==> src/rtl/core/mse_pkg.sv <==
package mse_pkg;

   localparam logic [5:0] OP_SPECIAL = 6'h00;
   localparam logic [5:0] OP_J       = 6'h02;
   localparam logic [5:0] OP_JAL     = 6'h03;
   localparam logic [5:0] OP_BEQ     = 6'h04;
   localparam logic [5:0] OP_BNE     = 6'h05;
   localparam logic [5:0] OP_ADDI    = 6'h08;
   localparam logic [5:0] OP_ADDIU   = 6'h09;
   localparam logic [5:0] OP_SLTI    = 6'h0A;
   localparam logic [5:0] OP_SLTIU   = 6'h0B;
   localparam logic [5:0] OP_ANDI    = 6'h0C;
   localparam logic [5:0] OP_ORI     = 6'h0D;
   localparam logic [5:0] OP_LUI     = 6'h0F;
   localparam logic [5:0] OP_LW      = 6'h23;
   localparam logic [5:0] OP_LBU     = 6'h24;
   localparam logic [5:0] OP_LHU     = 6'h25;
   localparam logic [5:0] OP_SB      = 6'h28;
   localparam logic [5:0] OP_SH      = 6'h29;
   localparam logic [5:0] OP_SW      = 6'h2B;
   localparam logic [5:0] OP_LL      = 6'h30;
   localparam logic [5:0] OP_SC      = 6'h38;

   localparam logic [5:0] FN_SLL  = 6'h00;
   localparam logic [5:0] FN_SRL  = 6'h02;
   localparam logic [5:0] FN_JR   = 6'h08;
   localparam logic [5:0] FN_MUL  = 6'h19;
   localparam logic [5:0] FN_DIV  = 6'h1A;
   localparam logic [5:0] FN_DIVU = 6'h1B;
   localparam logic [5:0] FN_ADD  = 6'h20;
   localparam logic [5:0] FN_ADDU = 6'h21;
   localparam logic [5:0] FN_SUB  = 6'h22;
   localparam logic [5:0] FN_SUBU = 6'h23;
   localparam logic [5:0] FN_AND  = 6'h24;
   localparam logic [5:0] FN_OR   = 6'h25;
   localparam logic [5:0] FN_NOR  = 6'h27;
   localparam logic [5:0] FN_SLT  = 6'h2A;
   localparam logic [5:0] FN_SLTU = 6'h2B;

   localparam logic [31:0] HALT_ADDR  = 32'hFFFF_FFFF;
   localparam logic [31:0] SP_RESET   = 32'h0100_0000;
   localparam logic [31:0] RA_RESET   = 32'hFFFF_FFFF;
   localparam logic [31:0] JUMP_MASK  = 32'hF000_0000;

   // Commands from the controller to the datapath.
   typedef struct packed {
      logic load_instr;   // capture instruction word
      logic load_ops;     // capture register operands
      logic div_start;    // start the divider
      logic div_step;     // one quotient bit
      logic commit;       // write back and form the result item
      logic clear_step;   // clearing sweep of memory and registers
   } ctrl_type;

   typedef struct packed {
      logic is_div;
      logic div_last;
      logic clear_done;
   } stat_type;

endpackage

==> src/rtl/core/mse_control.sv <==
module mse_control (
   input  logic              clock,
   input  logic              reset,
   input  logic              req_tvalid,
   output logic              req_tready,
   output logic              rsp_tvalid,
   input  logic              rsp_tready,
   input  mse_pkg::stat_type stat,
   output mse_pkg::ctrl_type ctrl
);

   typedef enum logic [6:0] {
      ST_CLEAR  = 7'b0000001,
      ST_IDLE   = 7'b0000010,
      ST_READ   = 7'b0000100,
      ST_DECODE = 7'b0001000,
      ST_MEM    = 7'b0010000,
      ST_DIV    = 7'b0100000,
      ST_EXEC   = 7'b1000000
   } state_type;

   state_type state_ff, state_in;
   logic      out_valid_ff, out_valid_in;

   // A waiting result does not block the next item; that item holds in
   // ST_EXEC until the result register is free.
   assign req_tready = state_ff == ST_IDLE;
   assign rsp_tvalid = out_valid_ff;

   always_comb begin
      state_in     = state_ff;
      out_valid_in = out_valid_ff && !rsp_tready;
      ctrl         = '0;
      case (state_ff)
         ST_CLEAR: begin
            ctrl.clear_step = 1'b1;
            if (stat.clear_done) begin
               state_in = ST_IDLE;
            end
         end
         ST_IDLE: begin
            if (req_tvalid && req_tready) begin
               ctrl.load_instr = 1'b1;
               state_in        = ST_READ;
            end
         end
         ST_READ: state_in = ST_DECODE;
         ST_DECODE: begin
            ctrl.load_ops = 1'b1;
            state_in      = ST_MEM;
         end
         ST_MEM: begin
            if (stat.is_div) begin
               ctrl.div_start = 1'b1;
               state_in       = ST_DIV;
            end else begin
               state_in = ST_EXEC;
            end
         end
         ST_DIV: begin
            ctrl.div_step = 1'b1;
            if (stat.div_last) begin
               state_in = ST_EXEC;
            end
         end
         ST_EXEC: begin
            if (!out_valid_ff || rsp_tready) begin
               ctrl.commit  = 1'b1;
               out_valid_in = 1'b1;
               state_in     = ST_IDLE;
            end
         end
         default: state_in = ST_IDLE;
      endcase
   end

   always_ff @(posedge clock) begin
      if (reset) begin
         state_ff     <= ST_CLEAR;
         out_valid_ff <= 1'b0;
      end else begin
         state_ff     <= state_in;
         out_valid_ff <= out_valid_in;
      end
   end

endmodule

==> config.mk <==
export PLATFORM = sky130hd
export DESIGN_NAME = mse_control
export DESIGN_NICKNAME = d
export VERILOG_FILES = /design/src/rtl/core/mse_pkg.sv /design/src/rtl/core/mse_control.sv
export SDC_FILE = /design/constraint.sdc
export NUM_CORES = 1
export LEC_CHECK = 0
export ABC_AREA = 1
export BUFFER_PORTS_ARGS = -buffer_cell sky130_fd_sc_hd__buf_2
export CORE_AREA = 2 2 39 41
export CTS_BUF_LIST = sky130_fd_sc_hd__clkbuf_8
export CTS_CLUSTER_SIZE = 40
export DETAILED_ROUTE_END_ITERATION = 10
export DIE_AREA = 0 0 41 43
export GPL_ROUTABILITY_DRIVEN = 0
export PLACE_DENSITY_LB_ADDON = 0.08
export SKIP_CTS_REPAIR_TIMING = 1
export SLEW_MARGIN = 0
export SYNTH_ARGS = -nofsm -noshare
export SYNTH_HDL_FRONTEND = slang
export SYNTH_SLANG_ARGS = --single-unit
==> constraint.sdc <==
create_clock -name clock -period 1.5 [get_ports clock]
set_input_delay 0.075 -clock clock [delete_from_list [all_inputs] [get_ports clock]]
set_output_delay 0.075 -clock clock [all_outputs]
set_load 0.01 [all_outputs]
==> results of run 1 <==
worst max-delay path, cell delays in order (launching register included):
cell,delay [ps]
dfxtp_1,320
inv_2,80
nand2_2,60
nor2_2,130
nand2_1,130
nor2_1,110
buf_2,130
state kept, by name (all words and copies together) (netlist names):
signal,cells
state_ff,7
rsp_tvalid,1
Yosys cell counts, drive strengths merged:
library cell / number
nor2: 21
nand3: 10
a21oi: 3
o21ai: 1
dfxtp: 8
nand3b: 1
inv: 17
nand2: 18
nor3: 2
layer usage:
metal  share of wire [%]  track usage (%)  vias to the layer above  routed length [um]
met4                 3.8             14.0                        0                  43
met2                  39             19.7                       13                 443
met3                 4.4             4.71                        5                  50
met1                  52             21.5                      221                 593
li1                    -                -                      278                   -
met5                   0                0                        -                   0
worst paths after layout:
check,end,slack [ps],depth (start not counted)
worst max register to register,state_ff[1],280,9
worst min-delay path,state_ff[5],90,2
worst max-delay path,ctrl[5],220,6
worst min register to register,rsp_tvalid,540,4
cells by family after synthesis:
group | count (synthesis) | share of synthesized area (%)
simple gates | 52 | 50.8
buf+inv | 17 | 12.9
flops | 8 | 32.3
compound gates | 4 | 4.04
power by group:
part	leakage [nW]	internal [mW]	switching (mW)
clock network	0.0216	0.174	0.0898
logic	0.266	0.0300	0.0481
registers	0.0652	0.220	0.00750
total	0.353	0.425	0.145
cell type report:
cell class | count | area [um2]
Fill cell | 164 | 757
Multi-Input combinational cell | 56 | 272
Sequential cell | 8 | 160
Timing Repair Buffer | 14 | 70.1
Inverter | 17 | 63.8
Clock buffer | 3 | 41.3
Tap cell | 16 | 20.0
==> results.sh, run 1 <==
export IMPL_cts_tree="built"
export IMPL_fmax_ghz=0.782
export IMPL_r2r_start="state_ff[2]"
export IMPL_io_pins=15
export IMPL_post_route_util_pct=45.3
export IMPL_grt_first_pass_wirelength_mm=1.77
export IMPL_drt_first_iter_violations=12
export IMPL_finalNonFillerCells=114
export IMPL_gr_usage_all_layers_pct=16.1
export IMPL_yosys_warnings=0
export IMPL_detail_route_wl_per_cell_um=9.91
export IMPL_startpoint="state_ff[5]"
export IMPL_final_setup_tns_ps=0
export IMPL_nets=107
export IMPL_dr_pass1_iters=4
export IMPL_postRouteAntennaNets=0
export IMPL_hpwl_um=899
export IMPL_placed_cells=111
export IMPL_hp_class="in2reg"
export IMPL_syn_instance_count=81
export IMPL_finClkSkew_ps=3.57
export IMPL_power_uw=570
export IMPL_crit_path_start_kind="flop"
export IMPL_vias_per_cell=4.54
export IMPL_h_tree_depth=1
export IMPL_die_area_um2=1760
export IMPL_grt_setup_unrepaired="no"
export IMPL_worst_hold_slack_ps=88.2
export IMPL_core_um2=1380
export IMPL_period_minus_slack_ps=1280
export IMPL_crit_required_ps=1420
export IMPL_setup_ws_ps=222
export IMPL_yosysTopAreaCell="dfxtp_1"
export IMPL_critical_path_class="reg2out"
export IMPL_grt_antenna_before_repair=0
export IMPL_rows=14
export IMPL_final_cell_mix="16 x nor2_1, 14 x buf_2, 12 x nand2_1"
export IMPL_powerDensity_nw_per_um2=909
export IMPL_synth_top_area_share_pct=32.3
export IMPL_grt_max_degree=6
export IMPL_critPathMaxFanout=4
export IMPL_vias=517
export IMPL_cts_reportedPaths_clkPinSlew_ps=40
export IMPL_clock_latency_ps=230
export IMPL_diodes=0
export IMPL_post_route_period_util_pct=85.2
export IMPL_die_w_um=41
export IMPL_clock_path_buffers=2
export IMPL_area_growth_pct=26.5
export IMPL_synth_nets=88
export IMPL_cts_inserted_buffers=3
export IMPL_drc_errors=0
export IMPL_arrival_ps=1200
export IMPL_fin_area_um2=627
export IMPL_tightest_slew_ps=199
export IMPL_initial_utilization_pct=35.8
export IMPL_gr_total_overflow=0
export IMPL_synth_area_leaders="dfxtp_1 32%, nor2_1 12%, nand3_1 10%"
export IMPL_yosysSeqAreaShare_pct=32.3
export IMPL_placed_area_um2=586
export IMPL_grt_pass1_vias=441
export IMPL_finalHoldViolations=0
export IMPL_status="finished, final reports clean"
export IMPL_drv_cap=0
export IMPL_peakVddDrop_mv=0.392
export IMPL_layout_drive_gt1_share_pct=34.7
export IMPL_wirelength_mm=1.13
export IMPL_slew_violations=0
export IMPL_p_leak_nw=0.353
export IMPL_place_ws_ps=283
export IMPL_hold_path_startpoint="reset"
export IMPL_relSlewSlack_pct=86.7
export IMPL_setup_viol=0
export IMPL_syn_cell_area_um2=495
export IMPL_avgSynthCellArea_um2=6.12
export IMPL_port_buffers=14
export IMPL_cts_sinks=8
export IMPL_endpoint_kind="primary output"
export IMPL_fp_dieH_um=43
export IMPL_layout_commonest_cell="nor2_1"
export IMPL_ys_ff_latch=8
export IMPL_clockRootBuffer="clkbuf_8"
export IMPL_synthDistinctLibCells=14
No activity file was read; power rests on OpenSTA's default activity.
==> run 2: changes to the inputs <==
- ABC_AREA: 1 -> default
==> run 2 against run 1 <==
  * The run now ends with setup timing left
  * Sequential power rose by 3%
  * Worst setup slack got worse by 830 ps
  * Sequential cell count did not move
  * First-iteration DRC count rose by 8.3%
  * Area after synthesis fell by 6.3%
  * Clock skew fell by 1.0 ps
  * Cell area rose by 16%
  * Die area did not move
  * Register-to-register slack got worse by 810 ps
  * Total power rose by 9.9%
  * Critical path type unchanged
  * Highest routed layer is now met3
==> results.sh, run 2 <==
export IMPL_status="finished with violations"
export IMPL_violations="setup timing"
export IMPL_fin_area_um2=726
export IMPL_placed_area_um2=648
export IMPL_grt_antenna_before_repair=0
export IMPL_port_buffers=14
export IMPL_arrival_ps=2030
export IMPL_critPathMaxFanout=3
export IMPL_finalHoldViolations=0
export IMPL_clock_latency_ps=230
export IMPL_die_w_um=41
export IMPL_yosysSeqAreaShare_pct=34.5
export IMPL_avgSynthCellArea_um2=9.10
export IMPL_yosys_warnings=0
export IMPL_rows=14
export IMPL_slew_violations=0
export IMPL_synth_fa_ha_area_share_pct=0
export IMPL_top_register="state_ff"
export IMPL_yosysTopAreaCell="dfxtp_1"
export IMPL_endpoint_kind="primary output"
export IMPL_hold_path_startpoint="stat[0]"
export IMPL_synth_nets=58
export IMPL_cts_reportedPaths_clkPinSlew_ps=40
export IMPL_drt_first_iter_violations=13
export IMPL_synthDistinctLibCells=28
export IMPL_wirelength_mm=1.07
export IMPL_fp_dieH_um=43
export IMPL_powerDensity_nw_per_um2=863
export IMPL_relSlewSlack_pct=80.9
export IMPL_yosys_cell_count_top_type="dfxtp_1"
export IMPL_syn_cell_area_um2=464
export IMPL_vias_per_cell=4.88
export IMPL_gr_usage_all_layers_pct=15.5
export IMPL_final_setup_tns_ps=-3490
export IMPL_grt_pass1_vias=415
export IMPL_final_cell_mix="14 x buf_2, 10 x buf_4, 7 x dfxtp_1"
export IMPL_layout_drive_gt1_share_pct=52.5
export IMPL_nets=89
export IMPL_cts_sinks=8
export IMPL_post_route_util_pct=52.4
export IMPL_setup_viol=9
export IMPL_syn_instance_count=51
export IMPL_drv_cap=0
export IMPL_synth_compound_area_share_pct=18.3
export IMPL_netlist_top_cells_count="8 x dfxtp_1, 4 x nand2b_1, 3 x nor2_1, 3 x nor2b_1, 3 x nor3_1"
export IMPL_async_flop_share_pct=0
export IMPL_synth_area_leaders="dfxtp_1 35%, o221ai_4 5.7%, nand2b_1 5.4%"
export IMPL_startpoint="state_ff[4]"
export IMPL_layout_commonest_cell="buf_2"
export IMPL_grt_max_degree=10
export IMPL_detail_route_wl_per_cell_um=11.2
export IMPL_peakVddDrop_mv=0.433
export IMPL_synth_edff_count=0
export IMPL_synth_main_ff_cell="dfxtp_1"
export IMPL_diodes=0
export IMPL_grt_first_pass_wirelength_mm=1.75
export IMPL_h_tree_depth=1
export IMPL_die_area_um2=1760
export IMPL_r2r_start="state_ff[4]"
export IMPL_postRouteAntennaNets=0
export IMPL_worst_hold_slack_ps=62.4
export IMPL_clockRootBuffer="clkbuf_8"
export IMPL_fmax_ghz=0.475
export IMPL_place_ws_ps=-508
export IMPL_gr_total_overflow=0
export IMPL_clock_path_buffers=2
export IMPL_synthXorXnorAreaFrac_pct=1.89
export IMPL_post_route_period_util_pct=140
export IMPL_core_um2=1380
export IMPL_area_growth_pct=56.3
export IMPL_finClkSkew_ps=2.57
export IMPL_period_minus_slack_ps=2110
export IMPL_critical_path_class="reg2out"
export IMPL_hp_class="in2reg"
export IMPL_placed_cells=93
export IMPL_initial_utilization_pct=33.5
export IMPL_dr_pass1_iters=2
export IMPL_p_leak_nw=0.356
export IMPL_ys_ff_latch=8
export IMPL_tightest_slew_ps=285
export IMPL_largest_reg_flops=7
export IMPL_yosys_area_share_simple_pct=39.6
export IMPL_finalNonFillerCells=96
export IMPL_grt_setup_unrepaired="yes"
export IMPL_hpwl_um=915
export IMPL_setup_ws_ps=-605
export IMPL_power_uw=626
export IMPL_cts_inserted_buffers=3
export IMPL_vias=468
export IMPL_cts_tree="built"
export IMPL_synth_top_area_share_pct=34.5
export IMPL_synth_top_family_by_area="simple AND/OR/NAND/NOR gates"
export IMPL_crit_path_start_kind="flop"
export IMPL_crit_required_ps=1420
export IMPL_io_pins=15
export IMPL_synthMuxAreaShare_pct=3.23
export IMPL_drc_errors=0
==> run 2: cell count changes in the layout (fill, tap and decap cells not counted), moves of 6 or more <==
cell	delta
buf_4	+10
inv_1	-9
nor2_1	-14
nand3_1	-9
nand2_1	-12
inv_2	-6
==> run 2: final timing paths <==
check / endpoint / depth (start not counted) / slack [ps]
setup / recovery: ctrl[1] / 5 / -610
hold / removal: state_ff[0] / 2 / 60
setup reg to reg: state_ff[1] / 4 / -530
hold reg to reg: state_ff[3] / 3 / 600
==> run 2: area by class of cell <==
| type | count | area (um2) |
|---|---|---|
| Timing Repair Buffer | 27 | 179 |
| Sequential cell | 8 | 161 |
| Inverter | 2 | 7.51 |
| Fill cell | 133 | 658 |
| Multi-Input combinational cell | 40 | 317 |
| Tap cell | 16 | 20.0 |
| Clock buffer | 3 | 41.3 |
==> run 2: power breakdown <==
part	leakage, nW	internal (mW)	switching, mW
Sequential	0.0657	0.223	0.0112
Combinational	0.269	0.0746	0.0644
Clock	0.0216	0.173	0.0792
==> run 2: cell families (layout without fill, tap and decap cells) <==
group,Yosys count,count (layout)
compound gates,9,9
flops,8,8
mux,1,1
simple gates,29,29
xor+xnor,1,1
buf+inv,3,32
==> run 2: routing by layer <==
| metal | up-vias | wire length (um) | part of all wire [%] | global-route usage [%] |
|---|---|---|---|---|
| met5 | - | 0 | 0 | 0 |
| met4 | 0 | 0 | 0 | 6.00 |
| met3 | 0 | 74 | 6.9 | 7.85 |
| met2 | 12 | 531 | 49 | 23.1 |
| met1 | 206 | 467 | 44 | 18.1 |
| li1 | 250 | - | - | - |
==> run 2: critical path, cell delays in order (launching register included) <==
cell and delay [ps]:
dfxtp_1 300, or4_4 530, or4b_4 560, buf_6 140, and2b_1 170, buf_2 120
==> run 3: changes to the inputs <==
==> constraint.sdc (replaced) <==
create_clock -name clock -period 1.5 [get_ports clock]
set_input_delay 0.3 -clock clock [delete_from_list [all_inputs] [get_ports clock]]
set_output_delay 0.3 -clock clock [all_outputs]
set_load 0.01 [all_outputs]
==> run 3 against run 2 <==
  * The run still ends with setup timing left
  * First-iteration DRC count down 15%
  * Fmax decreased by 6.2%
  * Global-route usage is 0.50 points higher
  * Register-to-register slack lost 160 ps
  * Clock power rose by 6%
  * Clock skew decreased by 0.88 ps
  * Cell area up 6.6%
  * Critical endpoint unchanged
  * Largest power group unchanged
  * Final cell count rose by 5.2%
  * Highest routed layer is now met4
  * Combinational power increased by 17%
  * Sequential power is essentially flat
==> results.sh, run 3 (synthesized netlist as in run 2, its figures left out) <==
export IMPL_crit_path_start_kind="flop"
export IMPL_cts_reportedPaths_clkPinSlew_ps=40
export IMPL_grt_max_degree=10
export IMPL_wirelength_mm=1.28
export IMPL_fmax_ghz=0.446
export IMPL_postRouteAntennaNets=0
export IMPL_setup_viol=13
export IMPL_layout_commonest_cell="buf_4"
export IMPL_die_w_um=41
export IMPL_die_area_um2=1760
export IMPL_hp_class="in2reg"
export IMPL_holdPathEnd="state_ff[0]"
export IMPL_fin_area_um2=773
export IMPL_p_leak_nw=0.380
export IMPL_final_setup_tns_ps=-5440
export IMPL_clock_power_share_pct=40.3
export IMPL_clock_latency_ps=230
export IMPL_gr_usage_all_layers_pct=16.0
export IMPL_port_buffers=14
export IMPL_grt_setup_unrepaired="yes"
export IMPL_fillers=128
export IMPL_largest_reg_flops=7
export IMPL_diodes=0
export IMPL_reg2regPathDepth=5
export IMPL_min_path_cells=2
export IMPL_status="finished with violations"
export IMPL_final_cell_mix="16 x buf_4, 14 x buf_2, 7 x dfxtp_1"
export IMPL_place_ws_ps=-524
export IMPL_peakVddDrop_mv=0.556
export IMPL_r2r_end="state_ff[1]"
export IMPL_critical_path_class="reg2out"
export IMPL_placed_area_um2=633
export IMPL_powerDensity_nw_per_um2=862
export IMPL_fp_dieH_um=43
export IMPL_cts_tree="built"
export IMPL_layout_drive_gt1_share_pct=57.6
export IMPL_tightest_slew_ps=323
export IMPL_nets=94
export IMPL_h_tree_depth=1
export IMPL_detail_route_wl_per_cell_um=12.7
export IMPL_setup_ws_ps=-744
export IMPL_slew_violations=0
export IMPL_critPathMaxFanout=3
export IMPL_grt_first_pass_wirelength_mm=1.91
export IMPL_drv_cap=0
export IMPL_clockRootBuffer="clkbuf_8"
export IMPL_crit_required_ps=1200
export IMPL_rows=14
export IMPL_clock_path_buffers=2
export IMPL_gr_total_overflow=0
export IMPL_core_um2=1380
export IMPL_hold_path_startpoint="stat[0]"
export IMPL_drc_errors=0
export IMPL_vias_per_cell=4.94
export IMPL_cts_sinks=8
export IMPL_io_pins=15
export IMPL_power_frac_comb_pct=24.4
export IMPL_worst_hold_slack_ps=282
export IMPL_violations="setup timing"
export IMPL_r2r_start="state_ff[4]"
export IMPL_grt_pass1_vias=449
export IMPL_post_route_util_pct=55.9
export IMPL_power_switching_share_pct=26.9
export IMPL_p_int_uw=487
export IMPL_relSlewSlack_pct=78.3
export IMPL_pwr_share_seq_pct=35.3
export IMPL_vias=499
export IMPL_post_route_period_util_pct=150
export IMPL_finalHoldViolations=0
export IMPL_area_growth_pct=66.6
export IMPL_grt_antenna_before_repair=0
export IMPL_top_register="state_ff"
export IMPL_arrival_ps=1940
export IMPL_finalNonFillerCells=101
export IMPL_initial_utilization_pct=33.5
export IMPL_drt_first_iter_violations=11
export IMPL_dr_pass1_iters=4
export IMPL_placed_cells=91
export IMPL_startpoint="state_ff[4]"
export IMPL_finClkSkew_ps=1.69
export IMPL_hpwl_um=906
export IMPL_r2r_setup_slack_ps=-690
export IMPL_period_minus_slack_ps=2240
export IMPL_cts_inserted_buffers=3
export IMPL_endpoint_kind="primary output"
export IMPL_power_switching_uw=179
export IMPL_power_uw=666
run 3: changes by cell type in the layout (fill, tap and decap cells not counted):
cell,before,now
buf_4,10,16
nor3_4,1,2
nor2_2,1,2
nor3_1,2,1
nor2_1,2,1
buf_6,3,2
run 3: worst max-delay path by stage:
stage	to	slack, ps	cells past startpoint
after floorplan	state_ff[1]	-550	4
after detailed placement	state_ff[1]	-520	4
after global routing	ctrl[1]	-800	4
after global placement	state_ff[1]	-500	4
final	ctrl[1]	-740	4
after CTS	ctrl[1]	-750	4
run 3: worst max-delay path, stage by stage, from the launching register on:
cell,delay [ps]
dfxtp_1,300
or4_4,540
or4b_4,560
and2b_1,200
buf_2,120
run 3: power groups by stage:
stage	registers, mW	clock network [mW]	logic, mW
3_3_place_gp	0.238	0	0.134
3_5_place_dp	0.237	0	0.135
6_report	0.235	0.268	0.163
5_1_grt	0.235	0.280	0.179
2_1_floorplan	0.236	0	0.0780
4_1_cts	0.234	0.267	0.135
run 3: cell type report:
| cell class | instances | area, um2 | area share [%] |
|---|---|---|---|
| multi-input cells | 40 | 330 | 42.7 |
| flip-flops and latches | 8 | 161 | 20.9 |
| repair buffers | 32 | 213 | 27.5 |
| inverters | 2 | 7.51 | 0.971 |
| well taps | 16 | 20.0 | 2.59 |
| clock buffers | 3 | 41.3 | 5.34 |
run 3: metal layers:
metal	up-vias	GRT usage (%)	wire (um)
li1	256	-	-
met1	221	21.4	526
met2	17	23.4	644
met3	5	6.28	77
met4	0	4.00	35
met5	-	0	0
